[src/sv/mailbox_register_pair_defines.svh]
// Assertion macros shared by the mailbox register pair RTL.
`ifndef MAILBOX_REGISTER_PAIR_DEFINES_SVH
`define MAILBOX_REGISTER_PAIR_DEFINES_SVH

`ifndef SYNTHESIS

// Same-cycle implication, checked on every rising clock edge outside reset.
`define MBRP_ASSERT_IMPLY(label, clk, rst_n, ante, cons) \
	label: assert property (@(posedge clk) disable iff (!rst_n) (ante) |-> (cons)) \
		else $error("mailbox register pair: implication check failed");

// Next-cycle implication, checked on every rising clock edge outside reset.
`define MBRP_ASSERT_NEXT(label, clk, rst_n, ante, cons) \
	label: assert property (@(posedge clk) disable iff (!rst_n) (ante) |=> (cons)) \
		else $error("mailbox register pair: next-cycle check failed");

`else

`define MBRP_ASSERT_IMPLY(label, clk, rst_n, ante, cons)
`define MBRP_ASSERT_NEXT(label, clk, rst_n, ante, cons)

`endif

`endif

[src/sv/mbrp_pkg.sv]
// Types, register offsets and identity constants for the mailbox register pair.
package mbrp_pkg;

	localparam int OffW  = 12;
	localparam int WordW = 32;

	// Access kind and window codes.
	localparam logic KindRead      = 1'b0;
	localparam logic KindWrite     = 1'b1;
	localparam logic WinReceiver   = 1'b0;
	localparam logic WinSender     = 1'b1;

	// Register offsets within a window.
	localparam logic [OffW-1:0] OffChSt     = 12'h000;
	localparam logic [OffW-1:0] OffChStMsk  = 12'h004;
	localparam logic [OffW-1:0] OffChClr    = 12'h008;
	localparam logic [OffW-1:0] OffChSet    = 12'h00C;
	localparam logic [OffW-1:0] OffChIntSt  = 12'h010;
	localparam logic [OffW-1:0] OffChIntClr = 12'h014;
	localparam logic [OffW-1:0] OffChIntEn  = 12'h018;
	localparam logic [OffW-1:0] OffMhuCfg   = 12'hF80;
	localparam logic [OffW-1:0] OffRespCfg  = 12'hF84;
	localparam logic [OffW-1:0] OffAccReq   = 12'hF88;
	localparam logic [OffW-1:0] OffAccRdy   = 12'hF8C;
	localparam logic [OffW-1:0] OffIntSt    = 12'hF90;
	localparam logic [OffW-1:0] OffIntEn    = 12'hF98;
	localparam logic [OffW-1:0] OffChIntSt0 = 12'hFA0;
	localparam logic [OffW-1:0] OffIidr     = 12'hFC8;
	localparam logic [OffW-1:0] OffAidr     = 12'hFCC;

	// Identity and fixed read values.
	localparam logic [WordW-1:0] IdIidr    = 32'h0760_043B;
	localparam logic [WordW-1:0] IdAidr    = 32'h0000_0011;
	localparam logic [WordW-1:0] CombWord  = 32'h0000_0004;
	localparam logic [WordW-1:0] OneChan   = 32'h0000_0001;
	localparam int               CombBit   = 2;

	localparam int InDataW  = 48;
	localparam int InUserW  = 2;
	localparam int OutDataW = 72;

	// Input item payload, last field in the lowest bits.
	typedef struct packed {
		logic [WordW-1:0] write_data;
		logic [OffW-1:0]  reg_offset;
	} in_data_t;

	typedef struct packed {
		logic window;
		logic kind;
	} in_user_t;

	// Result item, last field in the lowest bits.
	typedef struct packed {
		logic [WordW-1:0] request_word;
		logic             request_valid;
		logic             receiver_irq;
		logic             sender_irq;
		logic [WordW-1:0] read_data;
	} result_t;

	localparam int ResultW = $bits(result_t);

endpackage

[src/sv/mailbox_register_pair.sv]
// Mailbox register pair: one-channel sender and receiver register windows.
//
// Each input item is one 32-bit register access to the sender or receiver
// window, and each gives exactly one result item holding the read data, the
// two interrupt line levels after the access and, for a write to the sender
// channel set register, the request word for the service engine. An accepted
// item sits in an input register while decode and the register updates run,
// then moves to the result register. A new item is taken every cycle as long
// as the result register drains; the rate is set only by the result register
// draining to the master side.
`include "mailbox_register_pair_defines.svh"

module mailbox_register_pair
	import mbrp_pkg::*;
(
	input  logic                clk,
	input  logic                arst_n,
	input  logic                s_axis_tvalid,
	output logic                s_axis_tready,
	input  logic [InDataW-1:0]  s_axis_tdata,  // reg_offset[11:0], write_data[43:12], zero pad
	input  logic [InUserW-1:0]  s_axis_tuser,  // kind[0], window[1]
	output logic                m_axis_tvalid,
	input  logic                m_axis_tready,
	output logic [OutDataW-1:0] m_axis_tdata   // read_data[31:0], sender_irq[32],
	                                           // receiver_irq[33], request_valid[34],
	                                           // request_word[66:35], zero pad
);

	in_data_t          data_s1;
	in_user_t          user_s1;
	logic              valid_s1;
	result_t           result_q;
	logic              out_valid_q;
	logic              advance;

	logic [WordW-1:0]  resp_cfg_q, resp_cfg_d;
	logic              acc_req_q, acc_req_d;
	logic [2:0]        snd_int_en_q, snd_int_en_d;
	logic              snd_ch_int_st_q, snd_ch_int_st_d;
	logic              snd_ch_int_en_q, snd_ch_int_en_d;
	logic [2:0]        rcv_int_en_q, rcv_int_en_d;
	logic [WordW-1:0]  rcv_ch_st_q, rcv_ch_st_d;
	logic [WordW-1:0]  rdata;
	logic              req_valid;
	logic [WordW-1:0]  req_word;
	logic              rcv_busy;
	result_t           result_d;

	// The result register frees up whenever it is empty or being taken.
	assign advance       = valid_s1 && (!out_valid_q || m_axis_tready);
	assign s_axis_tready = !valid_s1 || advance;
	assign m_axis_tvalid = out_valid_q;
	assign m_axis_tdata  = {{(OutDataW-ResultW){1'b0}}, result_q};

	assign rcv_busy = (rcv_ch_st_q != '0);

	always_comb begin
		resp_cfg_d      = resp_cfg_q;
		acc_req_d       = acc_req_q;
		snd_int_en_d    = snd_int_en_q;
		snd_ch_int_st_d = snd_ch_int_st_q;
		snd_ch_int_en_d = snd_ch_int_en_q;
		rcv_int_en_d    = rcv_int_en_q;
		rcv_ch_st_d     = rcv_ch_st_q;
		rdata           = '0;
		req_valid       = 1'b0;
		req_word        = '0;
		if (user_s1.kind == KindRead) begin
			if (user_s1.window == WinSender) begin
				case (data_s1.reg_offset)
					OffChIntSt:  rdata = {{(WordW-1){1'b0}}, snd_ch_int_st_q};
					OffChIntEn:  rdata = {{(WordW-1){1'b0}}, snd_ch_int_en_q};
					OffMhuCfg:   rdata = OneChan;
					OffRespCfg:  rdata = resp_cfg_q;
					OffAccReq:   rdata = {{(WordW-1){1'b0}}, acc_req_q};
					OffAccRdy:   rdata = {{(WordW-1){1'b0}}, acc_req_q};
					OffIntSt:    rdata = snd_ch_int_st_q ? CombWord : '0;
					OffIntEn:    rdata = {{(WordW-3){1'b0}}, snd_int_en_q};
					OffChIntSt0: rdata = {{(WordW-1){1'b0}}, snd_ch_int_st_q};
					OffIidr:     rdata = IdIidr;
					OffAidr:     rdata = IdAidr;
					default:     rdata = '0;
				endcase
			end else begin
				case (data_s1.reg_offset)
					OffChSt:     rdata = rcv_ch_st_q;
					OffChStMsk:  rdata = rcv_ch_st_q;
					OffMhuCfg:   rdata = OneChan;
					OffIntSt:    rdata = rcv_busy ? CombWord : '0;
					OffIntEn:    rdata = {{(WordW-3){1'b0}}, rcv_int_en_q};
					OffChIntSt0: rdata = {{(WordW-1){1'b0}}, rcv_busy};
					OffIidr:     rdata = IdIidr;
					OffAidr:     rdata = IdAidr;
					default:     rdata = '0;
				endcase
			end
		end else if (user_s1.window == WinSender) begin
			case (data_s1.reg_offset)
				OffChSet: begin
					// The message is consumed at once; a zero word still marks the channel busy.
					if (snd_ch_int_en_q) begin
						snd_ch_int_st_d = 1'b1;
					end
					rcv_ch_st_d = (data_s1.write_data != '0) ? data_s1.write_data : OneChan;
					req_valid   = 1'b1;
					req_word    = data_s1.write_data;
				end
				OffChIntClr: begin
					if (data_s1.write_data[0]) begin
						snd_ch_int_st_d = 1'b0;
					end
				end
				OffChIntEn:  snd_ch_int_en_d = data_s1.write_data[0];
				OffRespCfg:  resp_cfg_d      = data_s1.write_data;
				OffAccReq:   acc_req_d       = data_s1.write_data[0];
				OffIntEn:    snd_int_en_d    = data_s1.write_data[2:0];
				default: begin
				end
			endcase
		end else begin
			case (data_s1.reg_offset)
				OffChClr:    rcv_ch_st_d  = rcv_ch_st_q & ~data_s1.write_data;
				OffIntEn:    rcv_int_en_d = data_s1.write_data[2:0];
				default: begin
				end
			endcase
		end
		result_d.read_data     = rdata;
		result_d.sender_irq    = snd_int_en_d[CombBit] & snd_ch_int_st_d;
		result_d.receiver_irq  = rcv_int_en_d[CombBit] & (rcv_ch_st_d != '0);
		result_d.request_valid = req_valid;
		result_d.request_word  = req_word;
	end

	always_ff @(posedge clk or negedge arst_n) begin
		if (!arst_n) begin
			valid_s1        <= 1'b0;
			out_valid_q     <= 1'b0;
			resp_cfg_q      <= '0;
			acc_req_q       <= 1'b0;
			snd_int_en_q    <= '0;
			snd_ch_int_st_q <= 1'b0;
			snd_ch_int_en_q <= 1'b0;
			rcv_int_en_q    <= '0;
			rcv_ch_st_q     <= '0;
		end else begin
			if (s_axis_tready) begin
				valid_s1 <= s_axis_tvalid;
			end
			if (advance) begin
				out_valid_q     <= 1'b1;
				resp_cfg_q      <= resp_cfg_d;
				acc_req_q       <= acc_req_d;
				snd_int_en_q    <= snd_int_en_d;
				snd_ch_int_st_q <= snd_ch_int_st_d;
				snd_ch_int_en_q <= snd_ch_int_en_d;
				rcv_int_en_q    <= rcv_int_en_d;
				rcv_ch_st_q     <= rcv_ch_st_d;
			end else if (m_axis_tready) begin
				out_valid_q <= 1'b0;
			end
		end
	end

	// Payload registers carry no reset.
	always_ff @(posedge clk) begin
		if (s_axis_tready && s_axis_tvalid) begin
			data_s1 <= in_data_t'(s_axis_tdata[$bits(in_data_t)-1:0]);
			user_s1 <= in_user_t'(s_axis_tuser);
		end
		if (advance) begin
			result_q <= result_d;
		end
	end

	`MBRP_ASSERT_NEXT(a_stalled_item_kept, clk, arst_n, valid_s1 && !advance, valid_s1)
	`MBRP_ASSERT_NEXT(a_chset_marks_busy, clk, arst_n,
		advance && result_d.request_valid, rcv_ch_st_q != '0)
	`MBRP_ASSERT_IMPLY(a_no_stray_request, clk, arst_n,
		out_valid_q && !result_q.request_valid, result_q.request_word == '0)

endmodule

[config.mk]
export PLATFORM = sky130hd
export DESIGN_NAME = mailbox_register_pair
export DESIGN_NICKNAME = d
export VERILOG_FILES = /design/src/sv/mbrp_pkg.sv /design/src/sv/mailbox_register_pair.sv
export VERILOG_INCLUDE_DIRS = /design/src /design/src/sv
export SDC_FILE = /design/constraint.sdc
export NUM_CORES = 1
export LEC_CHECK = 0
export BUFFER_PORTS_ARGS = -buffer_cell sky130_fd_sc_hd__buf_4
export CAP_MARGIN = 20
export CORE_MARGIN = 8
export CORE_UTILIZATION = 50
export CTS_CLUSTER_DIAMETER = 120
export CTS_CLUSTER_SIZE = 25
export DETAILED_ROUTE_END_ITERATION = 6
export PLACE_DENSITY = 0.72
export SKIP_LAST_GASP = 1
export SLEW_MARGIN = 20
export SYNTH_ARGS = -nofsm -noshare
export SYNTH_HDL_FRONTEND = slang
export SYNTH_SLANG_ARGS = --single-unit
[constraint.sdc]
create_clock -name clk -period 4.4 [get_ports clk]
set_clock_uncertainty 0.1 [all_clocks]
set_input_delay 0.44 -clock clk [delete_from_list [all_inputs] [get_ports clk]]
set_output_delay 0.44 -clock clk [all_outputs]
set_load 0.01 [all_outputs]
==> reports/results.ini <==
[outcome]
outcome=complete, no violations

[worst_setup_path]
critPathKind=register to register
cp.required_ns=4.47
rr_worst_depth=8
path_cells=or4_4, nor4_4, nand2_1, a22o_1, a221oi_2, nand4_1, o21ai_0, a41oi_1
reg2reg_from=data_s1[6]
endpoint=m_axis_tdata[33]
cp_max_fo=13
end_kind=register
cp_slowest_cell=nor4_4
worstSetupStartpointType=register
r2r-end=m_axis_tdata[33]
max_stage_delay_ns=0.72
reg2reg_slack_ns=1.21
cp.arrival_ns=3.26
startpoint=data_s1[6]

[clocking]
ctsHoldBuffers=0
cts_tree=done
root_buffer=clkbuf_16
clkTransAtPathRegs_ns=0.07
post_cts_buffers=0
cts_max_path_buffers=2
worstSkewPairLatency_ns=0.43
cts_made_buffers=17
htreeDepth=4
cts-resized-gates=0
cts_sinks=188

[final_layout]
fin_nets=815
n_fill_cell=1257
fin_util=0.611
fin_cells=990
diodes=0
areaGrowthSynthToFinish_pct=19.7
layout-drive-gt1-share=0.269

[drt]
wl_per_cell_um=20.3
postRouteAntennaNets=0
wl_mm=20.1
viasPerCell=5.83
drcViolationCount=0
drtIter0Drc=558
drt_first_pass_iters=5
vias=5770

[sta]
fin_crit_ns=3.19
worstMarginPinSlew_ns=1.01
drv_slew=0
period_share=0.725
setup-violations-final=0
fmax_mhz=314
finalHoldViolCount=0
setup_tns_ns=0
max_slew_margin=0.324
rsz0062_at_grt=false

[grt]
grt_overflow_total=0
antenna_found_initial=0
grt.total_usage=0.203
grt_first_pass_wirelength_mm=31.6
first_global_vias=5883
grt_max_degree=76

[logic_synthesis]
synthTopCellsByCount=113 x edfxtp_1, 75 x dfrtp_1, 66 x nor2_1, 58 x nand2_1, 42 x a21oi_1
synthArstFlopShare=0.399
syn_area_um2=8080
synth_top_cell_area_share=0.420
yosysWarnings=0
ys_ff_latch=188
ys_seq_area_frac=0.652
synth_edf_count=113
synth_area_per_cell_um2=12.4
syn_inst=650
synth_top_flop_cell=edfxtp_1
synth_top_area_cell=edfxtp_1
synth.most_common_cell=edfxtp_1
synth.area.top_cells=edfxtp_1 42%, dfrtp_1 23%, mux2_2 4.2%, nor2_1 3.1%, nand2_1 2.7%
synth_cell_type_count=57

[floorplanning]
rows=46
initial_core_util=0.510
ios=128
die_y_um=143
die_width_um=143
die_area_um2=20500
core_um2=15800

[power]
leakage_nw=4.01
ir_worst_vdd_mv=0.289
power.density_nw_per_um2=402

[placement]
hpwl_mm=13.8
place_congestion=0.909
port_buffers=118
placed_cells=958

[min_path]
hp-class=input port to asynchronous set/reset pin

[run]
cap_viol_max_count=0

-- critical path, delay by kind of cell, from the launching register on --
family	cells	cell delay (ns)
flops	1	0.49
simple gates	4	1.62
compound gates	4	0.69
-- power breakdown --
part	switching [W]	leakage (nW)	internal, W
clock network	0.000668	0.270	0.000797
registers	0.000108	2.10	0.00199
logic	0.000188	1.63	0.000133
-- routing by layer --
layer,vias up,wire (µm),part of all wire,track usage
met2,272,10100,0.50,0.342
met4,0,493,0.025,0.0850
met3,44,1620,0.081,0.0561
met1,2829,7840,0.39,0.239
met5,-,0,0,0
li1,2625,-,-,-
-- state kept, by name, indices dropped and copies added (netlist names) --
register and count:
data_s1 44, snd_int_en_q 3, rcv_ch_st_q 32, snd_ch_int_en_q 1
m_axis_tvalid 1, resp_cfg_q 32, rcv_int_en_q 3, snd_ch_int_st_q 1
acc_req_q 1, valid_s1 1, m_axis_tdata 67, user_s1 2
-- final cells by class --
type | instances | area, µm² | share of cell area
clock buffer | 19 | 443 | 0.0458
clock inverter | 13 | 115 | 0.0119
inverter | 17 | 65.1 | 0.00673
multi-input combinational | 411 | 2560 | 0.265
sequential | 188 | 5270 | 0.545
tap | 216 | 270 | 0.0279
timing repair buffer | 126 | 946 | 0.0978
-- per-stage QoR --
step	instance area [µm²]	hold slack, ns	setup slack (ns)	total power, W
after global placement	9110	0.374	1.23	0.00244
after detailed placement	9110	0.382	1.21	0.00245
after CTS	9670	0.0639	1.22	0.00391
final	9670	0.0665	1.21	0.00389
after global routing	9670	0.0551	0.991	0.00403
after floorplan	8090	0.0444	0.697	0.00227
-- how the worst min path moves through the flow --
| stage | endpoint | depth (start not counted) |
|---|---|---|
| after global routing | data_s1[22] | 1 |
| final | resp_cfg_q[13] | 1 |
| after floorplan | acc_req_q | 0 |
| after CTS | data_s1[22] | 1 |
| after detailed placement | resp_cfg_q[6] | 1 |
| after global placement | resp_cfg_q[12] | 1 |
-- cell usage in the layout (no fill, tap or decap), types with 4 or more instances in the layout --
master / instances
mux2_1: 10
o21ai_0: 29
clkbuf_16: 17
edfxtp_1: 113
nand2_1: 58
nor4_1: 19
o22ai_1: 4
mux2_2: 30
o21ai_1: 7
o21a_1: 4
nor3_1: 8
a221o_1: 9
inv_6: 4
buf_4: 126
a31oi_1: 13
conb_1: 5
nand4_1: 9
inv_1: 15
nand3_1: 5
nor2_1: 65
nand2b_1: 4
a21oi_1: 42
and2_1: 22
dfrtp_1: 75
a22oi_1: 22
-- logic make-up after synthesis --
family | count (synthesis) | share of synthesized area
buf+inv | 55 | 0.0336
other cells | 1 | 0.000464
flops | 188 | 0.652
mux | 42 | 0.0582
compound gates | 149 | 0.120
simple gates | 215 | 0.135
Note: power is estimated with default switching activity, not from simulation.
